[config.mk]
export PLATFORM = sky130hd
export DESIGN_NAME = grtw_fifo
export DESIGN_NICKNAME = d
export VERILOG_FILES = /design/src/grtw_pkg.sv /design/src/grtw_fifo.sv
export SDC_FILE = /design/constraint.sdc
export NUM_CORES = 1
export LEC_CHECK = 0
export BUFFER_PORTS_ARGS = -buffer_cell sky130_fd_sc_hd__clkbuf_2
export CORE_AREA = 2 2 184 186
export DETAILED_ROUTE_END_ITERATION = 7
export DIE_AREA = 0 0 186 188
export PLACE_DENSITY = 0.61
export SYNTH_ARGS = -nofsm -noshare
export SYNTH_HDL_FRONTEND = slang
export SYNTH_SLANG_ARGS = --single-unit
[constraint.sdc]
create_clock -name clk -period 17.2 [get_ports clk]
set_input_delay 1.72 -clock clk [delete_from_list [all_inputs] [get_ports clk]]
set_output_delay 1.72 -clock clk [all_outputs]
set_load 0.03 [all_outputs]
[src/grtw_pkg.sv]
// Shared types and constants for the grid ray trace to wall block.
`default_nettype none

package grtw_pkg;

    // Default configuration
    localparam int MAP_SIZE_DEF    = 256;
    localparam int LAYER_COUNT_DEF = 8;
    localparam int MAX_STEPS_DEF   = 16;
    localparam int QUEUE_DEPTH     = 2;

    // Fixed geometry of the fields
    localparam int CELL_ONE  = 256;
    localparam int COORD_W   = 16;
    localparam int CELL_W    = 8;
    localparam int LAYER_W   = 3;
    localparam int DIST0_W   = 24;
    localparam int MAP_ROW_W = LAYER_W + CELL_W;

    // Command codes
    localparam logic CMD_WRITE = 1'b0;
    localparam logic CMD_TRACE = 1'b1;

    typedef struct packed {
        logic                  cmd;
        logic [CELL_W-1:0]     cell_x;
        logic [CELL_W-1:0]     cell_y;
        logic [LAYER_W-1:0]    layer;
        logic                  is_wall;
        logic [COORD_W-1:0]    start_x;
        logic [COORD_W-1:0]    start_y;
        logic [COORD_W-1:0]    end_x;
        logic [COORD_W-1:0]    end_y;
    } in_item_t;

    typedef struct packed {
        logic                  hit;
        logic [COORD_W-1:0]    point_x;
        logic [COORD_W-1:0]    point_y;
        logic                  degenerate;
    } out_item_t;

    typedef enum logic [1:0] {
        JOB_WRITE,
        JOB_TRACE,
        JOB_DEGEN
    } job_kind_t;

    // Classified work passed from front to back
    typedef struct packed {
        job_kind_t             kind;
        logic [CELL_W-1:0]     cell_x;
        logic [CELL_W-1:0]     cell_y;
        logic [LAYER_W-1:0]    layer;
        logic                  is_wall;
        logic [COORD_W-1:0]    start_x;
        logic [COORD_W-1:0]    start_y;
        logic [CELL_W-1:0]     end_cx;
        logic [CELL_W-1:0]     end_cy;
        logic [COORD_W-1:0]    adx;
        logic [COORD_W-1:0]    ady;
        logic                  dx_neg;
        logic                  dy_neg;
        logic [DIST0_W-1:0]    cross_x;
        logic [DIST0_W-1:0]    cross_y;
    } job_t;

    // Map port request from back to map
    typedef struct packed {
        logic                  wr_en;
        logic                  rd_en;
        logic                  wall;
        logic [MAP_ROW_W-1:0]  row;
        logic [CELL_W-1:0]     col;
    } map_req_t;

    typedef enum logic [2:0] {
        B_IDLE,
        B_STEP,
        B_CHECK,
        B_MUL,
        B_DSTART,
        B_DIV,
        B_ADD,
        B_DONE
    } back_state_t;

endpackage

`default_nettype wire

[src/grtw_fifo.sv]
// Short job queue between the front and the back.
`default_nettype none

module grtw_fifo #(
    parameter int DEPTH = grtw_pkg::QUEUE_DEPTH
) (
    input  logic            clk,
    input  logic            rst_n,
    input  logic            wr,
    input  grtw_pkg::job_t  wr_data,
    input  logic            rd,
    output grtw_pkg::job_t  rd_data,
    output logic            full,
    output logic            empty
);

    localparam int PTR_W = $clog2(DEPTH);
    localparam int CNT_W = $clog2(DEPTH + 1);

    grtw_pkg::job_t     store_reg [DEPTH];
    logic [PTR_W-1:0]   wptr_reg;
    logic [PTR_W-1:0]   rptr_reg;
    logic [CNT_W-1:0]   count_reg;
    logic               do_wr;
    logic               do_rd;

    assign full    = (count_reg == CNT_W'(DEPTH));
    assign empty   = (count_reg == '0);
    assign rd_data = store_reg[rptr_reg];
    assign do_wr   = wr && !full;
    assign do_rd   = rd && !empty;

    // Advance pointers and occupancy
    always_ff @(posedge clk or negedge rst_n)
    begin
        if (!rst_n)
        begin
            wptr_reg  <= '0;
            rptr_reg  <= '0;
            count_reg <= '0;
        end
        else
        begin
            if (do_wr)
                wptr_reg <= (wptr_reg == PTR_W'(DEPTH - 1)) ? '0 : wptr_reg + 1'b1;
            if (do_rd)
                rptr_reg <= (rptr_reg == PTR_W'(DEPTH - 1)) ? '0 : rptr_reg + 1'b1;
            if (do_wr && !do_rd)
                count_reg <= count_reg + 1'b1;
            else if (do_rd && !do_wr)
                count_reg <= count_reg - 1'b1;
        end
    end

    // Hold the payload
    always_ff @(posedge clk)
    begin
        if (do_wr)
            store_reg[wptr_reg] <= wr_data;
    end

endmodule

`default_nettype wire

==> results.sh <==
export IMPL_arrival_ns=2.83
export IMPL_grt_pass1_wl_microns=32300
export IMPL_fin_crit_sh_pct=26.5
export IMPL_max_cap_violations=0
export IMPL_mostFrequentLayoutCell="clkbuf_2"
export IMPL_synth_distinct_cells=15
export IMPL_fin_ws_ns=12.65
export IMPL_cts_made_buffers=34
export IMPL_crit_slowest_cell="dfrtp_4"
export IMPL_ant_nets=0
export IMPL_clock_path_buffers=3
export IMPL_syn_area_per_cell_sq_um=23.3
export IMPL_dpl_hpwl_microns=14400
export IMPL_max_vdd_ir_drop_uv=111
export IMPL_coreArea_sq_um=33100
export IMPL_dieArea_sq_um=35000
export IMPL_cts_setup_buffers=0
export IMPL_finalClockSkew_ns=0.0150
export IMPL_worst_pin_slew_ns=1.02
export IMPL_grt_pass1_vias=5991
export IMPL_place_gp_congestion=0.721
export IMPL_dp_cells=1238
export IMPL_final_hold_viol_count=0
export IMPL_hold_ws_ns=0.516
export IMPL_clockRootBuffer="clkbuf_16"
export IMPL_hp_class="register to register"
export IMPL_drc=0
export IMPL_rsz0062_at_grt="false"
export IMPL_fin_setup_tns_ns=0
export IMPL_viasPerCell=4.37
export IMPL_area_growth_pct=26.9
export IMPL_die_height_microns=188
export IMPL_drt_iter0_markers=296
export IMPL_worst_ep_required_time_ns=15.48
export IMPL_fin_crit_ns=4.55
export IMPL_grt_antenna_before_repair=1
export IMPL_yosysWarnings=0
export IMPL_synth_seq_cells=308
export IMPL_critPathCaptureType="output pin"
export IMPL_synthCells=492
export IMPL_worstPathMaxFanout=65
export IMPL_drive_above_1_share_pct=61.2
export IMPL_netlist_area_sq_um=11400
export IMPL_start_kind="register"
export IMPL_slew_headroom_pct=31.7
export IMPL_p_per_area_nw_per_um2=189
export IMPL_io_buffers=309
export IMPL_cts_hold_buf=0
export IMPL_core_rowCount=67
export IMPL_fp_dieW_microns=186
export IMPL_initial_utilization_pct=34.6
export IMPL_htree_levels=2
export IMPL_max_stage_delay_ns=0.79
export IMPL_drt_total_wl_microns=21900
export IMPL_ios=310
export IMPL_grt_max_degree=71
export IMPL_setup_violations_final=0
export IMPL_ys_seq_area_share_pct=80.7
export IMPL_gr_total_overflow=0
export IMPL_grt_total_usage_pct=12.0
export IMPL_clk_pin_slew_ns=0.06
export IMPL_cts_resized=0
export IMPL_final_cell_count_no_fill=1295
export IMPL_fmax_mhz=220
export IMPL_outcome="completed"
export IMPL_path_class="register to output pin"
export IMPL_layout_common_cells="clkbuf_2, edfxtp_1, mux2_2, mux2_4, clkbuf_16"
export IMPL_vias=5654
export IMPL_worst_skew_pair_late_latency_ns=0.49
export IMPL_worstPathCellList="buf_4, mux2_2, clkbuf_2"
export IMPL_largest_reg_flops=304
export IMPL_routedWlPerCell_microns=16.9
export IMPL_cts_num_sinks=308
export IMPL_synth_nets=649
export IMPL_power_static_leakage_nw=5.65
export IMPL_cts_tree="built"
export IMPL_post_place_ws_ns=13.10
export IMPL_dr_pass1_iters=4
export IMPL_slew_violations=0
export IMPL_fin_nets=983
[synthesized netlist by cell type]
cell type    n  area, sq um
edfxtp_1   304         9130
mux2_2      82          923
mux2_4      70         1050
buf_6        9          101
buf_2        8         40.0
dfrtp_1      4          100
nor2_1       3         11.3
xnor2_1      3         26.3
inv_1        2         7.51
xor2_1       2         17.5
and3_1       1         6.26
ha_1         1         12.5
nand2_1      1         3.75
nand2b_1     1         6.26
o21ai_0      1         5.00
[layout make-up]
| class | count | area, sq um |
|---|---|---|
| well taps | 448 | 561 |
| fillers | 2904 | 18600 |
| repair buffers | 315 | 1590 |
| multi-input cells | 165 | 2080 |
| flip-flops and latches | 308 | 9230 |
| clock inverters | 15 | 105 |
| diodes | 1 | 2.50 |
| inverters | 2 | 7.51 |
| clock buffers | 41 | 941 |
[final timing paths]
check | startpoint | to | slack [ns] | cells past startpoint
worst max-delay path | rptr_reg$_DFFE_PN0P_ | rd_data[33] | 12.65 | 3
worst min-delay path | count_reg[1]$_DFFE_PN0P_ | count_reg[1]$_DFFE_PN0P_ | 0.52 | 1
worst max register to register | count_reg[0]$_DFFE_PN0P_ | store_reg[0][93]$_DFFE_PP_ | 14.58 | 4
worst min register to register | count_reg[1]$_DFFE_PN0P_ | count_reg[1]$_DFFE_PN0P_ | 0.52 | 1
max in group asynchronous | rst_n | rptr_reg$_DFFE_PN0P_ | 16.03 | 1
min in group asynchronous | rst_n | rptr_reg$_DFFE_PN0P_ | 1.02 | 1
[worst max-delay path, delay by kind of cell, from the launching register on]
family	cells	cell delay, ns
mux	1	0.42
flops	1	0.79
buf+inv	2	0.96
[layer usage]
| metal | vias to the layer above | part of all wire, % | track usage (%) |
|---|---|---|---|
| met2 | 225 | 48 | 20.0 |
| met3 | 40 | 9.7 | 4.99 |
| li1 | 2638 | - | - |
| met4 | 0 | 2.5 | 4.24 |
| met5 | - | 0 | 0 |
| met1 | 2751 | 39 | 13.9 |
[per-stage QoR]
| step | util, % | total power [mW] | area [sq um] |
|---|---|---|---|
| 3_3_place_gp | 40.7 | 2.09 | 13500 |
| 3_5_place_dp | 40.7 | 2.10 | 13500 |
| 6_report | 43.8 | 2.74 | 14500 |
| 5_1_grt | 43.8 | 2.87 | 14500 |
| 2_1_floorplan | - | 1.87 | 11400 |
| 4_1_cts | 43.8 | 2.79 | 14500 |
[cell families after synthesis]
kind of cell	share of synthesized area, %
adder cells (fa/ha/maj)	0.109
flip-flops	80.7
AND/OR/NAND/NOR	0.241
multiplexers	17.3
AO/OA/AOI/OAI	0.0437
buffers and inverters	1.30
XOR/XNOR	0.383
[where the power goes]
part	switching, mW	total [mW]	internal, mW	leakage (nW)
Combinational	0.630	0.978	0.348	2.27
Sequential	0.0569	1.09	1.03	2.87
Clock	0.273	0.675	0.403	0.517
Total	0.959	2.74	1.78	5.65
(Power assumes the default switching activity.)
