<file path="config.mk">
export PLATFORM = sky130hd
export DESIGN_NAME = grtw_front
export DESIGN_NICKNAME = d
export VERILOG_FILES = /design/src/grtw_pkg.sv /design/src/grtw_front.sv
export SDC_FILE = /design/constraint.sdc
export NUM_CORES = 1
export LEC_CHECK = 0
export BUFFER_PORTS_ARGS = -buffer_cell sky130_fd_sc_hd__buf_4
export CORE_MARGIN = 2
export CORE_UTILIZATION = 45
export DETAILED_ROUTE_END_ITERATION = 10
export GPL_TIMING_DRIVEN = 0
export PLACE_DENSITY = 0.63
export SETUP_SLACK_MARGIN = 0.5
export SYNTH_ARGS = -nofsm -noshare
export SYNTH_HDL_FRONTEND = slang
export SYNTH_SLANG_ARGS = --single-unit
export TNS_END_PERCENT = 20
</file>
<file path="constraint.sdc">
create_clock -name vclk -period 9.7
set_input_delay 0.97 -clock vclk [all_inputs]
set_output_delay 0.97 -clock vclk [all_outputs]
set_load 0.01 [all_outputs]
</file>
<file path="src/grtw_pkg.sv">
// Shared types and constants for the grid ray trace to wall block.
`default_nettype none

package grtw_pkg;

    // Default configuration
    localparam int MAP_SIZE_DEF    = 256;
    localparam int LAYER_COUNT_DEF = 8;
    localparam int MAX_STEPS_DEF   = 16;
    localparam int QUEUE_DEPTH     = 2;

    // Fixed geometry of the fields
    localparam int CELL_ONE  = 256;
    localparam int COORD_W   = 16;
    localparam int CELL_W    = 8;
    localparam int LAYER_W   = 3;
    localparam int DIST0_W   = 24;
    localparam int MAP_ROW_W = LAYER_W + CELL_W;

    // Command codes
    localparam logic CMD_WRITE = 1'b0;
    localparam logic CMD_TRACE = 1'b1;

    typedef struct packed {
        logic                  cmd;
        logic [CELL_W-1:0]     cell_x;
        logic [CELL_W-1:0]     cell_y;
        logic [LAYER_W-1:0]    layer;
        logic                  is_wall;
        logic [COORD_W-1:0]    start_x;
        logic [COORD_W-1:0]    start_y;
        logic [COORD_W-1:0]    end_x;
        logic [COORD_W-1:0]    end_y;
    } in_item_t;

    typedef struct packed {
        logic                  hit;
        logic [COORD_W-1:0]    point_x;
        logic [COORD_W-1:0]    point_y;
        logic                  degenerate;
    } out_item_t;

    typedef enum logic [1:0] {
        JOB_WRITE,
        JOB_TRACE,
        JOB_DEGEN
    } job_kind_t;

    // Classified work passed from front to back
    typedef struct packed {
        job_kind_t             kind;
        logic [CELL_W-1:0]     cell_x;
        logic [CELL_W-1:0]     cell_y;
        logic [LAYER_W-1:0]    layer;
        logic                  is_wall;
        logic [COORD_W-1:0]    start_x;
        logic [COORD_W-1:0]    start_y;
        logic [CELL_W-1:0]     end_cx;
        logic [CELL_W-1:0]     end_cy;
        logic [COORD_W-1:0]    adx;
        logic [COORD_W-1:0]    ady;
        logic                  dx_neg;
        logic                  dy_neg;
        logic [DIST0_W-1:0]    cross_x;
        logic [DIST0_W-1:0]    cross_y;
    } job_t;

    // Map port request from back to map
    typedef struct packed {
        logic                  wr_en;
        logic                  rd_en;
        logic                  wall;
        logic [MAP_ROW_W-1:0]  row;
        logic [CELL_W-1:0]     col;
    } map_req_t;

    typedef enum logic [2:0] {
        B_IDLE,
        B_STEP,
        B_CHECK,
        B_MUL,
        B_DSTART,
        B_DIV,
        B_ADD,
        B_DONE
    } back_state_t;

endpackage

`default_nettype wire

</file>
<file path="src/grtw_front.sv">
// Front end: classifies an incoming transaction and precomputes the trace setup.
`default_nettype none

module grtw_front #(
    parameter int MAP_SIZE    = grtw_pkg::MAP_SIZE_DEF,
    parameter int LAYER_COUNT = grtw_pkg::LAYER_COUNT_DEF
) (
    input  grtw_pkg::in_item_t item,
    output grtw_pkg::job_t     job,
    output logic               keep
);

    logic signed [grtw_pkg::COORD_W:0] dx;
    logic signed [grtw_pkg::COORD_W:0] dy;
    logic [grtw_pkg::COORD_W-1:0]      adx;
    logic [grtw_pkg::COORD_W-1:0]      ady;
    logic [grtw_pkg::CELL_W:0]         nx0;
    logic [grtw_pkg::CELL_W:0]         ny0;
    logic [grtw_pkg::CELL_W+grtw_pkg::COORD_W:0] px;
    logic [grtw_pkg::CELL_W+grtw_pkg::COORD_W:0] py;
    logic                              in_map;
    logic [grtw_pkg::LAYER_W-1:0]      layer_c;

    // Direction and its magnitude
    always_comb
    begin
        dx  = $signed({1'b0, item.end_x}) - $signed({1'b0, item.start_x});
        dy  = $signed({1'b0, item.end_y}) - $signed({1'b0, item.start_y});
        adx = dx[grtw_pkg::COORD_W] ? grtw_pkg::COORD_W'(-dx) : dx[grtw_pkg::COORD_W-1:0];
        ady = dy[grtw_pkg::COORD_W] ? grtw_pkg::COORD_W'(-dy) : dy[grtw_pkg::COORD_W-1:0];
    end

    // Distance to first boundary, cross multiplied by the other axis
    always_comb
    begin
        nx0 = dx[grtw_pkg::COORD_W] ? {1'b0, item.start_x[7:0]}
                                    : 9'(grtw_pkg::CELL_ONE) - {1'b0, item.start_x[7:0]};
        ny0 = dy[grtw_pkg::COORD_W] ? {1'b0, item.start_y[7:0]}
                                    : 9'(grtw_pkg::CELL_ONE) - {1'b0, item.start_y[7:0]};
        px  = nx0 * ady;
        py  = ny0 * adx;
    end

    // Range check for writes, clamp of the trace layer
    always_comb
    begin
        in_map  = (int'(item.cell_x) < MAP_SIZE) && (int'(item.cell_y) < MAP_SIZE)
               && (int'(item.layer) < LAYER_COUNT);
        layer_c = (int'(item.layer) > LAYER_COUNT - 1) ? grtw_pkg::LAYER_W'(LAYER_COUNT - 1)
                                                        : item.layer;
    end

    // Build the job
    always_comb
    begin
        job.cell_x  = item.cell_x;
        job.cell_y  = item.cell_y;
        job.is_wall = item.is_wall;
        job.start_x = item.start_x;
        job.start_y = item.start_y;
        job.end_cx  = item.end_x[15:8];
        job.end_cy  = item.end_y[15:8];
        job.adx     = adx;
        job.ady     = ady;
        job.dx_neg  = dx[grtw_pkg::COORD_W];
        job.dy_neg  = dy[grtw_pkg::COORD_W];
        job.cross_x = px[grtw_pkg::DIST0_W-1:0];
        job.cross_y = py[grtw_pkg::DIST0_W-1:0];
        if (item.cmd == grtw_pkg::CMD_WRITE)
        begin
            job.kind  = grtw_pkg::JOB_WRITE;
            job.layer = item.layer;
            keep      = in_map;
        end
        else
        begin
            job.kind  = ((adx == '0) && (ady == '0)) ? grtw_pkg::JOB_DEGEN : grtw_pkg::JOB_TRACE;
            job.layer = layer_c;
            keep      = 1'b1;
        end
    end

endmodule

`default_nettype wire

</file>
==> results of run 1 <==
worst paths after layout:
check	startpoint	endpoint	slack, ns	depth (start not counted)
worst max-delay path	item[52]	job[23]	0.71	31
worst min-delay path	item[67]	job[133]	2.12	2
cells by family after synthesis:
group,after synthesis,share of synthesized area [%]
simple gates,534,19.8
buf+inv,431,15.4
fa+ha+maj,320,44.1
compound gates,225,12.7
xor+xnor,105,7.80
mux,3,0.251
other cells,1,0.0301
cell usage in the layout (no fill, tap or decap), types with 8 or more instances in the layout:
cell type  count
inv_2         23
a21o_1        16
a21oi_1       32
nor2b_1       25
xnor2_2       19
ha_4          13
clkbuf_1       9
nand3_1       17
o21ai_1       10
nor2_1       142
or3_1          9
inv_1        289
nor3_1        22
xor2_2         8
buf_4        388
buf_6         14
ha_1         100
o21ai_0       24
a21oi_2        9
xnor2_4       13
ha_2           9
and3_1        16
xnor2_1       46
xor2_1        14
o21a_1        13
fa_1         194
nand2_1      194
and2_1        37
cell type report:
type | count | area (sq um)
multi-input cells | 1188 | 12000
fillers | 2392 | 10000
repair buffers | 325 | 2500
inverters | 321 | 1240
plain buffers | 110 | 888
well taps | 372 | 465
diodes | 1 | 2.50
stage by stage:
step	setup WS, ns	std cells	util [%]	area (sq um)
6_report	0.711	2317	63.0	17100
5_1_grt	0.398	2317	63.0	17100
4_1_cts	0.485	2248	57.5	15600
3_5_place_dp	-1.66	2208	53.7	14600
3_3_place_gp	-1.58	2208	53.7	14600
2_1_floorplan	0.601	1619	-	12500
metal layers:
metal  GRT usage (%)  vias up  routed length, um
met5               0        -                  0
met4            6.58        0               1070
met3            2.19       66               1830
met2            46.2      373              19800
met1            30.4     5928              14700
li1                -     5685                  -
worst max-delay path, delay by kind of cell:
kind	cells	cell delay [ns]
and+or+nand+nor	5	1.28
buffers and inverters	10	1.09
xor gates and xnor gates	2	0.34
AOI/OAI and AO/OA	8	1.82
adders and majority gates	6	2.49
timing repair:
action	4_1_cts	5_1_grt
cloned	0	3
gates resized for setup	155	221
hold buffers	0	0
setup endpoints to repair	29	17
pin swaps	27	97
buffers inserted	40	65
==> reports/results.txt, run 1 <==
Worst-margin pin slew: 1.00 ns
Top-count cell post-synth: inv_1
Maximum net fanout on the critical path: 9
First-pass GRT wire length: 58700 um
Synth cell types: 85
Synth cell count leaders: 318 x inv_1, 203 x nand2_1, 198 x fa_1, 152 x nor2_1, 122 x ha_1
Vias in the first global route: 12.1k
Final number of max-transition violations: 0
Worst hold margin: 2.12 ns
Total Wirelength: 37400 um
# clk buffers: 0
Sequential element share of the synthesized area: 0%
Post-synthesis cell area: 0.0125 sq mm
Worst EP required: 8.73 ns
Gpl congestion: 0.880
Syn_area_per_cell: 7.69 sq um
Final-report hold violation count: 0
Chip height: 170 um
Port-buffer cells: 217
Die X: 170 um
Final TNS setup: 0 ns
CP startpoint kind: input port
Area grow syn2layout: 37.1%
Via count: 12.1k
Max Cap Viol: 0
Syn Nets: 2024
Core Box Area: 0.0271 sq mm
Synth top area cells: fa_1 32%, ha_1 12%, inv_1 9.6%
Top cell type's share of synthesized area: 31.8%
Die ar.: 0.0290 sq mm
Crit-path max cell delay: 0.61 ns
Fin crit period: 8.99 ns
Final Setup Violations: 0
Register area: 0 sq um
RSZ-0062 raised after global routing: true
Num sequential: 0
Post-Syn Instances: 1619
Share of cells above drive strength 1: 33.5%
DRC errors left: 0
Status: complete, no violations
Slowest library cell on the worst path: or4b_4
Tcrit/Tclk final: 92.7%
Initial DRC Count: 694
Congestion Overflow GR: 0
GRT Util Overall: 24.7%
Pin count of the biggest net entering global routing: 11
Cell row count: 60
Arr. time, crit path: 8.02 ns
Crit Path Class: in -> out
Vias per cell: 5.20
Hold WC Path Type: in -> out
Layout Nets: 2351
FMAX: 111 MHz
Top Ports: 238
First drt pass iteration count: 5
DR WL/cell: 16.1 um
Initial antenna violation count: 1
Initial Util: 46.0%
Final HPWL DP: 29600 um
ANT nets after route: 0
Crit path top cell by count: fa_1
Critical Path End Type: primary output
Yosys top cell by area: fa_1
Relative slew margins: 32.5%
Yosys warning count: 0
Power of run 1 is left out: the tool's default activity adds up to more than one toggle a clock period on the data nets, which glitch-free logic cannot reach.
==> run 2, diff against run 1 <==
Clock period 9.7 ns to 10.9 ns, I/O delays scaled along.
==> reports/results.txt, run 2 (synthesis results as in run 1) <==
Maximum net fanout on the critical path: 10 (+1)
Max Cap Viol: 0 (unchanged)
Crit-path max cell delay: 0.55 ns (-0.06 ns)
Chip height: 170 um (unchanged)
Final Setup Violations: 0 (unchanged)
Relative slew margins: 30.9% (-1.6 points)
Status: complete, no violations
Die X: 170 um (unchanged)
Ant. Diodes: 0 (-1)
Final-report hold violation count: 0 (unchanged)
Cell row count: 60 (unchanged)
RSZ-0062 raised after global routing: true
Gpl congestion: 0.880 (unchanged)
Endpoint of the worst hold-timing path: job[133]
Final HPWL DP: 29600 um (unchanged)
Num sequential: 0 (unchanged)
Hold Path Origin: item[67]
Commonest cells after routing, fill and taps aside: 314 x inv_1, 292 x buf_4, 203 x nand2_1
Hold WC Path Type: in -> out
Vias per cell: 5.18 (-0.41%)
Worst-margin pin slew: 1.03 ns (+0.0251 ns)
Top Ports: 238 (unchanged)
Initial Util: 46.0% (unchanged)
Worst EP required: 9.81 ns (+1.08 ns)
Total Wirelength: 34200 um (-8.5%)
Slowest library cell on the worst path: fa_1
# hold bufs at CTS: 0 (unchanged)
Final number of max-transition violations: 0 (unchanged)
Placed Area: 0.0146 sq mm (unchanged)
Port-buffer cells: 217 (unchanged)
FMAX: 100 MHz
ANT nets after route: 0 (unchanged)
Initial antenna violation count: 0 (-1)
Register area: 0 sq um (unchanged)
Area grow syn2layout: 19.5%
Worst hold margin: 2.36 ns (+0.240 ns)
Die ar.: 0.0290 sq mm (unchanged)
Layout Nets: 2248 (-4.4%)
Fin crit period: 9.98 ns
Critical Path End Type: primary output
# clk buffers: 0 (unchanged)
Vias in the first global route: 11.8k (-3.1%)
Arr. time, crit path: 8.89 ns (+0.87 ns)
DRC errors left: 0 (unchanged)
Core Box Area: 0.0271 sq mm (unchanged)
CP startpoint kind: input port
Initial DRC Count: 643 (-7.3%)
Congestion Overflow GR: 0 (unchanged)
Crit Path Class: in -> out
First-pass GRT wire length: 56800 um (-3.2%)
Pin count of the biggest net entering global routing: 11 (unchanged)
Final design area excluding fillers: 0.0149 sq mm (-13%)
Hold depth: 2 (unchanged)
GRT Util Overall: 23.8% (-0.89 points)
DR WL/cell: 15.5 um (-4.2%)
Via count: 11.5k (-4.9%)
Share of cells above drive strength 1: 20.7% (-13 points)
First drt pass iteration count: 5 (unchanged)
Most common cell after layout, fill and taps aside: inv_1
Tcrit/Tclk final: 91.6%
Crit path top cell by count: inv_1
-- run 2: how the worst max path moves through the flow --
stage / slack (ns) / cells after the start / endpoint / startpoint
detailed placement: -0.70 / 34 / job[23] / item[0]
floorplan: 1.56 / 32 / job[23] / item[0]
global route: 0.45 / 35 / job[44] / item[35]
finish: 0.92 / 33 / job[44] / item[35]
global placement: -0.62 / 34 / job[23] / item[0]
CTS: 0.44 / 34 / job[23] / item[0]
-- run 2: per-layer routing --
layer  global-route usage, %  vias to the layer above  part of all wire, %
met3                    1.93                       45                  4.5
met2                    44.6                      318                   52
li1                        -                     5476                    -
met5                       0                        -                    0
met1                    30.0                     5625                   41
met4                    4.72                        0                  2.0
-- run 2: what timing repair did --
action                                  in CTS  in global routing
setup buffers                                0                  5
pin swaps                                    0                  2
gates cloned                                 0                  0
resized for setup                           22                 51
endpoints found under the setup margin      15                 13
-- run 2: worst max-delay path, delay by kind of cell --
family / cells / cell delay (ns)
xor+xnor: 2 / 0.38
fa+ha+maj: 6 / 2.67
compound gates: 11 / 2.56
simple gates: 4 / 0.66
buf+inv: 10 / 1.51
-- run 2: area by class of cell --
cell class / instances / area [sq um]
inverter: 321 / 1200
fill: 2651 / 12200
tap: 372 / 465
buffer: 110 / 737
multi-input combinational: 1188 / 10800
timing repair buffer: 222 / 1670
-- run 2: through the flow --
step	instances	util (%)	worst slack (ns)	setup TNS, ns
2_1_floorplan	1619	-	1.56	0
3_3_place_gp	2208	53.7	-0.622	-1.52
3_5_place_dp	2208	53.7	-0.697	-1.88
4_1_cts	2208	54.1	0.441	0
5_1_grt	2213	54.9	0.453	0
6_report	2213	54.9	0.916	0
Power of run 2 is left out for the same reason.
==> run 3, diff against run 2 <==
Settings changed: CELL_PAD_IN_SITES_DETAIL_PLACEMENT set to 1, CELL_PAD_IN_SITES_GLOBAL_PLACEMENT set to 2, CORE_UTILIZATION 45 to 37, PLACE_DENSITY 0.63 to 0.87.
==> reports/results.txt, run 3 (synthesis results as in run 1) <==
Status: complete, no violations
Worst EP required: 9.81 ns (about the same)
Max Cap Viol: 0 (unchanged)
First-pass GRT wire length: 64400 um (+13%)
Via count: 11.5k (+0.44%)
Global-route track usage on met3: 1.42% (-0.51 points)
DR WL/cell: 17.0 um (+9.9%)
FMAX: 99.8 MHz (-0.36%)
Gpl congestion: 0.890 (+1.1%)
Final HPWL DP: 33900 um (+14%)
Cell row count: 67 (+12%)
RSZ-0062 raised after global routing: true
Relative slew margins: 35.0% (+4.1 points)
Crit path top cell by count: fa_1
Congestion Overflow GR: 0 (unchanged)
GR Util met2: 38.2% (-6.3 points)
Final number of max-transition violations: 0 (unchanged)
# clk buffers: 0 (unchanged)
WP buf/inv: 5 (-5)
Vias per cell: 5.02 (-3.1%)
Worst-margin pin slew: 0.968 ns (-0.0608 ns)
Multi-input logic area: 0.0109 sq mm (+1.1%)
Final TNS setup: 0 ns (unchanged)
Worst hold margin: 2.36 ns (+0.000780 ns)
Critical Path End Type: primary output
Tcrit/Tclk final: 91.9% (+0.33 points)
Most Crowded Layer GR: met2
Port-buffer cells: 217 (unchanged)
Num sequential: 0 (unchanged)
Chip height: 187 um (+10%)
Maximum net fanout on the critical path: 10 (unchanged)
Core Box Area: 0.0334 sq mm (+23%)
Fill cells: 4230 (+60%)
ANT nets after route: 0 (unchanged)
Initial antenna violation count: 0 (unchanged)
Area grow syn2layout: 21.7%
First drt pass iteration count: 4 (-1)
Worst slack, placed: -1.02 ns (-0.319 ns)
Register area: 0 sq um (unchanged)
Critical path's top delay family: adder cells
Final worst slack: 0.880 ns (-0.0363 ns)
Final-report hold violation count: 0 (unchanged)
Die X: 187 um (+10%)
Initial DRC Count: 462 (-28%)
Pin count of the biggest net entering global routing: 11 (unchanged)
GRT Util Overall: 22.3% (-1.6 points)
Ant. Diodes: 0 (unchanged)
DRC errors left: 0 (unchanged)
Most common cell after layout, fill and taps aside: inv_1
Hold WC Path Type: in -> out
Initial Util: 37.3% (-8.6 points)
Grt met1 use: 31.5% (+1.4 points)
Commonest cells after routing, fill and taps aside: 312 x inv_1, 296 x buf_4, 203 x nand2_1
Crit Path Class: in -> out
Final Setup Violations: 0 (unchanged)
CP startpoint kind: input port
Vias in the first global route: 12.4k (+5.3%)
Slowest library cell on the worst path: xnor2_2
Top Ports: 238 (unchanged)
Crit-path max cell delay: 0.60 ns (+0.05 ns)
Arr. time, crit path: 8.93 ns (+0.04 ns)
Layout Nets: 2252 (+0.18%)
Fin crit period: 10.02 ns (+0.0363 ns)
Share of cells above drive strength 1: 22.3% (+1.5 points)
Total Wirelength: 38900 um (+14%)
Die ar.: 0.0352 sq mm (+21%)
==> run 3: what timing repair did <==
| item | CTS | global route |
|---|---|---|
| hold buffers | 0 | 0 |
| endpoints found under the setup margin | 17 | 14 |
| pin swaps | 1 | 5 |
| buffers inserted | 2 | 7 |
| resized for setup | 31 | 82 |
==> run 3: final timing paths <==
kind                  startpoint  endpoint  slack [ns]  cells past startpoint
worst max-delay path    item[32]   job[47]        0.88                     30
worst min-delay path    item[67]  job[133]        2.36                      2
==> run 3: area by class of cell <==
cell class | instances | area share (%)
Inverter | 321 | 7.97
Tap cell | 448 | 3.70
Buffer | 110 | 4.98
Multi-Input combinational cell | 1188 | 72.2
Timing Repair Buffer | 226 | 11.2
==> run 3: stage by stage <==
step | instance area [sq um] | utilization [%] | instances
2_1_floorplan | 12500 | - | 1619
3_3_place_gp | 14600 | 43.9 | 2284
3_5_place_dp | 14700 | 43.9 | 2284
4_1_cts | 14800 | 44.4 | 2286
5_1_grt | 15200 | 45.4 | 2293
6_report | 15200 | 45.4 | 2293
==> run 3: metal layers <==
layer | routed length (um) | up-vias | share of wire [%]
met5 | 0 | - | 0
met4 | 746 | 0 | 1.9
met3 | 1550 | 45 | 4.0
met2 | 18400 | 274 | 47
met1 | 18200 | 5703 | 47
li1 | - | 5493 | -
Power of run 3 is left out for the same reason.
