File: config.mk
export PLATFORM = sky130hd
export DESIGN_NAME = grtw_back
export DESIGN_NICKNAME = d
export VERILOG_FILES = /design/src/grtw_pkg.sv /design/src/grtw_div.sv /design/src/grtw_back.sv
export SDC_FILE = /design/constraint.sdc
export NUM_CORES = 2
export LEC_CHECK = 0
export ABC_AREA = 1
export BUFFER_PORTS_ARGS = -buffer_cell sky130_fd_sc_hd__clkbuf_2
export CAP_MARGIN = 5
export CORE_MARGIN = 3
export CORE_UTILIZATION = 50
export DETAILED_ROUTE_END_ITERATION = 10
export GPL_ROUTABILITY_DRIVEN = 1
export PLACE_DENSITY = 0.68
export SETUP_SLACK_MARGIN = 0.05
export SKIP_CTS_REPAIR_TIMING = 1
export SYNTH_ARGS = -nofsm -noshare
export SYNTH_HDL_FRONTEND = slang
export SYNTH_SLANG_ARGS = --single-unit
File: constraint.sdc
create_clock -name clk -period 16.5 [get_ports clk]
set_input_delay 0.825 -clock clk [delete_from_list [all_inputs] [get_ports clk]]
set_output_delay 0.825 -clock clk [all_outputs]
set_load 0.05 [all_outputs]
File: src/grtw_pkg.sv
// Shared types and constants for the grid ray trace to wall block.
`default_nettype none

package grtw_pkg;

    // Default configuration
    localparam int MAP_SIZE_DEF    = 256;
    localparam int LAYER_COUNT_DEF = 8;
    localparam int MAX_STEPS_DEF   = 16;
    localparam int QUEUE_DEPTH     = 2;

    // Fixed geometry of the fields
    localparam int CELL_ONE  = 256;
    localparam int COORD_W   = 16;
    localparam int CELL_W    = 8;
    localparam int LAYER_W   = 3;
    localparam int DIST0_W   = 24;
    localparam int MAP_ROW_W = LAYER_W + CELL_W;

    // Command codes
    localparam logic CMD_WRITE = 1'b0;
    localparam logic CMD_TRACE = 1'b1;

    typedef struct packed {
        logic                  cmd;
        logic [CELL_W-1:0]     cell_x;
        logic [CELL_W-1:0]     cell_y;
        logic [LAYER_W-1:0]    layer;
        logic                  is_wall;
        logic [COORD_W-1:0]    start_x;
        logic [COORD_W-1:0]    start_y;
        logic [COORD_W-1:0]    end_x;
        logic [COORD_W-1:0]    end_y;
    } in_item_t;

    typedef struct packed {
        logic                  hit;
        logic [COORD_W-1:0]    point_x;
        logic [COORD_W-1:0]    point_y;
        logic                  degenerate;
    } out_item_t;

    typedef enum logic [1:0] {
        JOB_WRITE,
        JOB_TRACE,
        JOB_DEGEN
    } job_kind_t;

    // Classified work passed from front to back
    typedef struct packed {
        job_kind_t             kind;
        logic [CELL_W-1:0]     cell_x;
        logic [CELL_W-1:0]     cell_y;
        logic [LAYER_W-1:0]    layer;
        logic                  is_wall;
        logic [COORD_W-1:0]    start_x;
        logic [COORD_W-1:0]    start_y;
        logic [CELL_W-1:0]     end_cx;
        logic [CELL_W-1:0]     end_cy;
        logic [COORD_W-1:0]    adx;
        logic [COORD_W-1:0]    ady;
        logic                  dx_neg;
        logic                  dy_neg;
        logic [DIST0_W-1:0]    cross_x;
        logic [DIST0_W-1:0]    cross_y;
    } job_t;

    // Map port request from back to map
    typedef struct packed {
        logic                  wr_en;
        logic                  rd_en;
        logic                  wall;
        logic [MAP_ROW_W-1:0]  row;
        logic [CELL_W-1:0]     col;
    } map_req_t;

    typedef enum logic [2:0] {
        B_IDLE,
        B_STEP,
        B_CHECK,
        B_MUL,
        B_DSTART,
        B_DIV,
        B_ADD,
        B_DONE
    } back_state_t;

endpackage

`default_nettype wire

File: src/grtw_div.sv
// Restoring divider, one quotient bit per cycle.
`default_nettype none

module grtw_div #(
    parameter int N = 37,
    parameter int D = 17
) (
    input  logic          clk,
    input  logic          rst_n,
    input  logic          start,
    input  logic [N-1:0]  dividend,
    input  logic [D-1:0]  divisor,
    output logic          done,
    output logic [N-1:0]  quotient
);

    localparam int CNT_W = $clog2(N + 1);

    logic [N-1:0]     num_reg;
    logic [D-1:0]     den_reg;
    logic [D-1:0]     rem_reg;
    logic [CNT_W-1:0] cnt_reg;
    logic             run_reg;
    logic             done_reg;
    logic [D:0]       trial;
    logic             ge;

    assign trial    = {rem_reg, num_reg[N-1]};
    assign ge       = trial >= {1'b0, den_reg};
    assign done     = done_reg;
    assign quotient = num_reg;

    // Control: count the bits
    always_ff @(posedge clk or negedge rst_n)
    begin
        if (!rst_n)
        begin
            run_reg  <= 1'b0;
            done_reg <= 1'b0;
            cnt_reg  <= '0;
        end
        else
        begin
            done_reg <= 1'b0;
            if (start)
            begin
                run_reg <= 1'b1;
                cnt_reg <= '0;
            end
            else if (run_reg)
            begin
                cnt_reg <= cnt_reg + 1'b1;
                if (cnt_reg == CNT_W'(N - 1))
                begin
                    run_reg  <= 1'b0;
                    done_reg <= 1'b1;
                end
            end
        end
    end

    // Datapath: shift in one quotient bit
    always_ff @(posedge clk)
    begin
        if (start)
        begin
            num_reg <= dividend;
            den_reg <= divisor;
            rem_reg <= '0;
        end
        else if (run_reg)
        begin
            rem_reg <= ge ? D'(trial - {1'b0, den_reg}) : trial[D-1:0];
            num_reg <= {num_reg[N-2:0], ge};
        end
    end

endmodule

`default_nettype wire

File: src/grtw_back.sv
// Back end: runs map writes and DDA traces, computes the hit point, holds the result.
`default_nettype none

module grtw_back #(
    parameter int MAP_SIZE    = grtw_pkg::MAP_SIZE_DEF,
    parameter int LAYER_COUNT = grtw_pkg::LAYER_COUNT_DEF,
    parameter int MAX_STEPS   = grtw_pkg::MAX_STEPS_DEF
) (
    input  logic                 clk,
    input  logic                 rst_n,
    input  grtw_pkg::job_t       job,
    input  logic                 q_empty,
    output logic                 q_pop,
    output grtw_pkg::map_req_t   map_req,
    input  logic                 rd_bit,
    input  logic                 pop,
    output logic                 empty,
    output grtw_pkg::out_item_t  result
);

    localparam int CW     = grtw_pkg::COORD_W;
    localparam int CUR_W  = $clog2(grtw_pkg::CELL_ONE + MAX_STEPS + 1) + 1;
    localparam int PROD_W = $clog2(grtw_pkg::CELL_ONE * (MAX_STEPS + 1) + 1) + CW;
    localparam int OFF_W  = CUR_W + 9;
    localparam int MAG_W  = OFF_W + CW;
    localparam int DIVN_W = MAG_W + 2;
    localparam int DIVD_W = CW + 1;
    localparam int CNT_W  = $clog2(MAX_STEPS + 1);
    localparam int SUM_W  = DIVN_W + 2;

    grtw_pkg::back_state_t state_reg, state_next;

    // Trace context
    logic [grtw_pkg::LAYER_W-1:0] layer_reg;
    logic [CW-1:0]                sx_reg, sy_reg, adx_reg, ady_reg;
    logic [grtw_pkg::CELL_W-1:0]  ecx_reg, ecy_reg;
    logic                         dxn_reg, dyn_reg;
    logic [PROD_W-1:0]            crx_reg, cry_reg;
    logic signed [CUR_W-1:0]      curx_reg, cury_reg;
    logic [CNT_W-1:0]             cnt_reg;
    logic                         xstep_reg;
    // Hit point
    logic [MAG_W-1:0]             mag_reg;
    logic                         neg_reg;
    logic [CW-1:0]                pmain_reg;
    grtw_pkg::out_item_t          res_reg;
    grtw_pkg::out_item_t          out_reg;
    logic                         out_valid_reg;

    logic                         xs;
    logic signed [CUR_W-1:0]      nx_cur, ny_cur;
    logic signed [CUR_W-1:0]      b_cell;
    logic signed [OFF_W-1:0]      b_val, off;
    logic [OFF_W-1:0]             off_abs;
    logic                         m_neg, o_neg;
    logic [CW-1:0]                s_main, ad_main, ad_other;
    logic [MAG_W-1:0]             mag;
    logic [DIVN_W-1:0]            div_n;
    logic [DIVD_W-1:0]            div_d;
    logic                         div_start, div_done;
    logic [DIVN_W-1:0]            quot;
    logic signed [SUM_W-1:0]      p_other;
    logic [CW-1:0]                p_other_sat;
    logic                         at_end, out_load;

    function automatic logic [grtw_pkg::CELL_W-1:0] clamp_cell(input logic signed [CUR_W-1:0] v);
        logic [grtw_pkg::CELL_W-1:0] r;
        if (v < 0)
            r = '0;
        else if (v > $signed(CUR_W'(MAP_SIZE - 1)))
            r = grtw_pkg::CELL_W'(MAP_SIZE - 1);
        else
            r = v[grtw_pkg::CELL_W-1:0];
        return r;
    endfunction

    function automatic logic [grtw_pkg::MAP_ROW_W-1:0] row_of(
        input logic [grtw_pkg::LAYER_W-1:0] l, input logic [grtw_pkg::CELL_W-1:0] y);
        return grtw_pkg::MAP_ROW_W'(int'(l) * MAP_SIZE + int'(y));
    endfunction

    // Step choice by cross product compare, and the next cell
    always_comb
    begin
        xs     = crx_reg < cry_reg;
        nx_cur = curx_reg;
        ny_cur = cury_reg;
        if (xs)
            nx_cur = dxn_reg ? curx_reg - 1'b1 : curx_reg + 1'b1;
        else
            ny_cur = dyn_reg ? cury_reg - 1'b1 : cury_reg + 1'b1;
    end

    assign at_end = (curx_reg == $signed({{(CUR_W-8){1'b0}}, ecx_reg}))
                 && (cury_reg == $signed({{(CUR_W-8){1'b0}}, ecy_reg}));

    // Boundary point on the stepped axis and the product for the other axis
    always_comb
    begin
        b_cell   = xstep_reg ? curx_reg : cury_reg;
        m_neg    = xstep_reg ? dxn_reg : dyn_reg;
        o_neg    = xstep_reg ? dyn_reg : dxn_reg;
        s_main   = xstep_reg ? sx_reg : sy_reg;
        ad_main  = xstep_reg ? adx_reg : ady_reg;
        ad_other = xstep_reg ? ady_reg : adx_reg;
        b_val    = (OFF_W'(b_cell) + OFF_W'(m_neg)) <<< 8;
        off      = b_val - $signed({{(OFF_W-CW){1'b0}}, s_main});
        off_abs  = off[OFF_W-1] ? OFF_W'(-off) : off;
        mag      = off_abs * ad_other;
        div_n    = {mag_reg, 1'b0} + DIVN_W'(ad_main);
        div_d    = {ad_main, 1'b0};
    end

    // Other coordinate: start plus signed rounded quotient, saturated
    always_comb
    begin
        p_other = $signed(SUM_W'(xstep_reg ? sy_reg : sx_reg));
        if (neg_reg)
            p_other = p_other - $signed(SUM_W'(quot));
        else
            p_other = p_other + $signed(SUM_W'(quot));
        if (p_other < 0)
            p_other_sat = '0;
        else if (p_other > $signed(SUM_W'(16'hFFFF)))
            p_other_sat = '1;
        else
            p_other_sat = p_other[CW-1:0];
    end

    grtw_div #(.N(DIVN_W), .D(DIVD_W)) u_div (
        .clk      (clk),
        .rst_n    (rst_n),
        .start    (div_start),
        .dividend (div_n),
        .divisor  (div_d),
        .done     (div_done),
        .quotient (quot)
    );

    assign out_load = (state_reg == grtw_pkg::B_DONE) && (!out_valid_reg || pop);
    assign empty    = !out_valid_reg;
    assign result   = out_reg;

    // Next state and handshakes
    always_comb
    begin
        state_next = state_reg;
        q_pop      = 1'b0;
        div_start  = 1'b0;
        map_req    = '0;
        case (state_reg)
            grtw_pkg::B_IDLE:
            begin
                if (!q_empty)
                begin
                    q_pop = 1'b1;
                    case (job.kind)
                        grtw_pkg::JOB_WRITE:
                        begin
                            map_req.wr_en = 1'b1;
                            map_req.wall  = job.is_wall;
                            map_req.row   = row_of(job.layer, job.cell_y);
                            map_req.col   = job.cell_x;
                        end
                        grtw_pkg::JOB_TRACE: state_next = grtw_pkg::B_STEP;
                        grtw_pkg::JOB_DEGEN: state_next = grtw_pkg::B_DONE;
                        default:             state_next = grtw_pkg::B_IDLE;
                    endcase
                end
            end
            grtw_pkg::B_STEP:
            begin
                map_req.rd_en = 1'b1;
                map_req.row   = row_of(layer_reg, clamp_cell(ny_cur));
                map_req.col   = clamp_cell(nx_cur);
                state_next    = grtw_pkg::B_CHECK;
            end
            grtw_pkg::B_CHECK:
            begin
                if (rd_bit)
                    state_next = grtw_pkg::B_MUL;
                else if (at_end || cnt_reg == CNT_W'(MAX_STEPS))
                    state_next = grtw_pkg::B_DONE;
                else
                    state_next = grtw_pkg::B_STEP;
            end
            grtw_pkg::B_MUL:    state_next = grtw_pkg::B_DSTART;
            grtw_pkg::B_DSTART:
            begin
                div_start  = 1'b1;
                state_next = grtw_pkg::B_DIV;
            end
            grtw_pkg::B_DIV:
            begin
                if (div_done)
                    state_next = grtw_pkg::B_ADD;
            end
            grtw_pkg::B_ADD:    state_next = grtw_pkg::B_DONE;
            grtw_pkg::B_DONE:
            begin
                if (out_load)
                    state_next = grtw_pkg::B_IDLE;
            end
            default:            state_next = grtw_pkg::B_IDLE;
        endcase
    end

    // Control registers
    always_ff @(posedge clk or negedge rst_n)
    begin
        if (!rst_n)
        begin
            state_reg     <= grtw_pkg::B_IDLE;
            out_valid_reg <= 1'b0;
        end
        else
        begin
            state_reg <= state_next;
            if (out_load)
                out_valid_reg <= 1'b1;
            else if (pop)
                out_valid_reg <= 1'b0;
        end
    end

    // Trace datapath
    always_ff @(posedge clk)
    begin
        if (out_load)
            out_reg <= res_reg;
        case (state_reg)
            grtw_pkg::B_IDLE:
            begin
                res_reg   <= '{hit: 1'b0, point_x: '0, point_y: '0,
                               degenerate: (job.kind == grtw_pkg::JOB_DEGEN)};
                layer_reg <= job.layer;
                sx_reg    <= job.start_x;
                sy_reg    <= job.start_y;
                adx_reg   <= job.adx;
                ady_reg   <= job.ady;
                ecx_reg   <= job.end_cx;
                ecy_reg   <= job.end_cy;
                dxn_reg   <= job.dx_neg;
                dyn_reg   <= job.dy_neg;
                crx_reg   <= PROD_W'(job.cross_x);
                cry_reg   <= PROD_W'(job.cross_y);
                curx_reg  <= $signed({{(CUR_W-8){1'b0}}, job.start_x[15:8]});
                cury_reg  <= $signed({{(CUR_W-8){1'b0}}, job.start_y[15:8]});
                cnt_reg   <= '0;
            end
            grtw_pkg::B_STEP:
            begin
                xstep_reg <= xs;
                curx_reg  <= nx_cur;
                cury_reg  <= ny_cur;
                cnt_reg   <= cnt_reg + 1'b1;
                if (xs)
                    crx_reg <= crx_reg + PROD_W'({ady_reg, 8'h00});
                else
                    cry_reg <= cry_reg + PROD_W'({adx_reg, 8'h00});
            end
            grtw_pkg::B_MUL:
            begin
                mag_reg <= mag;
                neg_reg <= off[OFF_W-1] ^ o_neg ^ m_neg;
                if (b_val < 0)
                    pmain_reg <= '0;
                else if (b_val > $signed(OFF_W'(16'hFFFF)))
                    pmain_reg <= '1;
                else
                    pmain_reg <= b_val[CW-1:0];
            end
            grtw_pkg::B_ADD:
            begin
                res_reg.hit     <= 1'b1;
                res_reg.point_x <= xstep_reg ? pmain_reg : p_other_sat;
                res_reg.point_y <= xstep_reg ? p_other_sat : pmain_reg;
            end
            default:
            begin
            end
        endcase
    end

endmodule

`default_nettype wire

==> key figures <==
Clock tree
  – Clock tree sinks: about 360
  – CTS Buffer Depth: 3
  – CTS tree: done
  – Clock Tree Root: clkbuf_16
  – Worst skew pair latency: roughly 0.60 ns
  – Reg clk slew, reported paths: roughly 0.070 ns
  – CTS HTree Levels: 2
  – TritonCTS Buffers: ~40

Floorplan
  – I/O pin cnt: ~220
  – Placeable Area: 67,600 sq um
  – Starting Density: 0.507
  – Die Wd: approximately 270 um
  – Die Area: a little over 70,000 sq um
  – Die height: roughly 270 um
  – Number of core rows: 95

Cells and area
  – Filler Cell Count: 6,296
  – Layout Nets: a little over 5,000
  – Register Area: about 11,000 sq um
  – Multi-input logic area: about 20,000 sq um
  – Layout cells sized above 1: 0.0874
  – Max FFs per register: 37
  – Area grow syn2layout: 9.84%

STA
  – Max Fclk: between 90 and 100 MHz
  – Fin Setup TNS: 0 ns
  – Max Slew Vio Count: 0
  – Period minus WS final: between 10 and 15 ns
  – RSZ-0062 raised after global routing: false
  – Final Hold Vio Count: 0
  – Clock skew: between 0.03 and 0.04 ns
  – Final setup fails: 0
  – Slew @ Worst Pin: between 1 and 1.5 ns
  – Rel. slew slack: 0.223
  – Tcrit/Tclk final: 0.655

Synthesis
  – Cell taking the most area after synthesis: edfxtp_1
  – Fraction of registers with async set/reset: 0.0330
  – YS warnings: 0
  – #FFs+latches synth: approximately 360
  – Post-synth cell types: 60
  – Mean Syn Cell Area: about 8.0 sq um
  – Post-synth EDFFs: roughly 340
  – Synthesized netlist cell count: roughly 4,300
  – Cell area after synthesis: between 30,000 and 40,000 sq um
  – Synth top area cells: edfxtp_1, fa_1, nand2_1
  – Share of the synthesized area in the top cell type: 0.293
  – Synth Flop Type: edfxtp_1
  – Post-synth net total: between 4,000 and 5,000
  – Post-synthesis sequential area ratio: 0.312

Worst setup path
  – Crit start category: flip-flop
  – Most Frequent Cell on Critical Path: fa_1
  – Critical Path End Type: flip-flop
  – Crit-path max FO: 77
  – Critical path type: flip-flop to flip-flop
  – Critical path arrival: 11.13 ns
  – Max incr delay on CP: ~0.62 ns
  – Slowest-stage cell, CP: buf_4
  – Worst EP required: between 15 and 20 ns

Global route
  – Grt met2 use: 0.412
  – First-pass GRT wire length: about 150,000 um
  – GR Layer Usage met1: 0.356
  – Busiest grt layer: met2
  – Pin count of the biggest net entering global routing: slightly below 80
  – GR Overflow Total: 0
  – Total track usage: 0.262
  – Vias in the first global route: about 27,000
  – Initial antenna violation count: 7
  – Met3 track demand over resource: 0.0559

Placed design
  – HPWL after detailed placement: between 70,000 and 80,000 um
  – Placer Congestion: between 0.9 and 1
  – IO buf count: 214

Detailed routing
  – Vias: around 29,000
  – Starting DRT DRC Count: between 2,000 and 2,500
  – Detailed Routing Iterations Pass 1: 5
  – Vias/cell: between 5 and 6
  – Final ANT Viol Nets: 0
  – Routed WL per cell: ~18 um
  – DRT Wirelength: around 95,000 um
  – Post-route DRC: 0

Status
  – Outcome: finished clean

Worst hold path
  – Hold/Removal Path Class: input pin to async pin

Flow run
  – Maxcap violations: 0
==> cell usage after synthesis, types with 3 or more instances <==
cell      instances
a21boi_0          6
a21o_1            9
a21oi_1         221
a221oi_1          3
a22o_1            3
a22oi_1           5
a31oi_1          17
and2_1            5
buf_1             4
buf_2             5
buf_6             9
clkbuf_1         89
clkinv_1          6
dfrtp_1          12
dfxtp_1          17
edfxtp_1        335
fa_1            244
ha_1            263
inv_1           703
inv_2            18
nand2_1        1048
nand2_2           9
nand2_4           3
nand3_1         180
nand3b_1          7
nand4_1          35
nor2_1          392
nor2_2            5
nor2_4            3
nor3_1           40
nor4_1           17
o211ai_1         16
o21a_1            5
o21ai_0         286
o21ai_1          14
o21ai_2           4
o21ai_4           4
o21bai_1         15
o221ai_1          4
o22ai_1           6
o31ai_1           4
or2_2            15
xnor2_1          56
xor2_1          102
xor2_4            3
==> placed cells by master, fill, tap and decap left out, types with 16 or more instances in the layout <==
master / n
dfxtp_1: 17
inv_2: 18
nor4_1: 17
buf_4: 34
inv_1: 703
clkbuf_2: 214
nand4_1: 35
clkbuf_16: 41
edfxtp_1: 335
a21oi_1: 221
xor2_1: 102
o21ai_0: 279
nor3_1: 39
nor2_1: 387
o211ai_1: 16
o21ai_1: 19
ha_1: 263
nand2_1: 1048
fa_1: 244
nand3_1: 180
xnor2_1: 56
a31oi_1: 17
==> cell families (layout without fill, tap and decap cells) <==
family	after synthesis	after routing	synth area share
buffers and inverters	836	1051	0.0938
flip-flops	364	364	0.312
XOR/XNOR	164	164	0.0441
adder cells (fa/ha/maj)	507	507	0.238
AO/OA/AOI/OAI	628	628	0.100
other	0	2	0
AND/OR/NAND/NOR	1769	1769	0.212
==> worst paths after layout <==
kind | startpoint | endpoint | slack [ns] | cells after the start
min reg2reg | res_reg[18]$_SDFFCE_PN0P_ | result[18]$_DFFE_PP_ | 0.41 | 0
min | rst_n | u_div.cnt_reg[2]$_DFFE_PN0P_ | 0.14 | 1
max reg2reg | xstep_reg$_DFFE_PP_ | mag_reg[30]$_DFFE_PP_ | 5.70 | 39
min in group clk | job[90] | ecx_reg[0]$_DFFE_PP_ | 0.40 | 1
max | xstep_reg$_DFFE_PP_ | mag_reg[30]$_DFFE_PP_ | 5.70 | 39
max in group asynchronous | rst_n | u_div.run_reg$_DFF_PN0_ | 16.08 | 1
==> layer usage <==
| layer | vias to the layer above | wire length, um | part of all wire |
|---|---|---|---|
| li1 | 14100 | - | - |
| met1 | 13500 | 40500 | 0.43 |
| met2 | 986 | 42900 | 0.45 |
| met3 | 194 | 7340 | 0.077 |
| met4 | 12 | 3940 | 0.042 |
| met5 | - | 79 | 0.00083 |
==> stage by stage <==
step                hold WS [ns]  cell area, sq um  utilization  instances  worst slack (ns)
CTS                        0.125             37700        0.557       5356              5.81
finish                     0.139             37700        0.557       5358              5.70
detailed placement         0.405             36300        0.537       5280              5.82
global placement           0.402             36300        0.537       5280              6.04
global route               0.151             37700        0.557       5356              4.87
floorplan                  0.400             34300            -       4268              7.14
==> final cells by class <==
class,instances,share of cell area
antenna,2,0.000133
clock buffer,51,0.0285
clock inverter,25,0.00860
inverter,727,0.0724
multi-input combinational,3068,0.542
sequential,364,0.284
tap,873,0.0290
timing repair buffer,248,0.0352
==> critical path: cells and delay by family, from the launching register on <==
family,cells,cell delay [ns]
adders and majority gates,9,4.02
and+or+nand+nor,7,1.35
DFF,1,0.36
xor gates and xnor gates,2,0.23
AOI/OAI and AO/OA,13,2.70
buffers and inverters,8,1.87
Power is not shown: default switching activity piles up to over one toggle a cycle in this logic, so the estimate is an artifact.
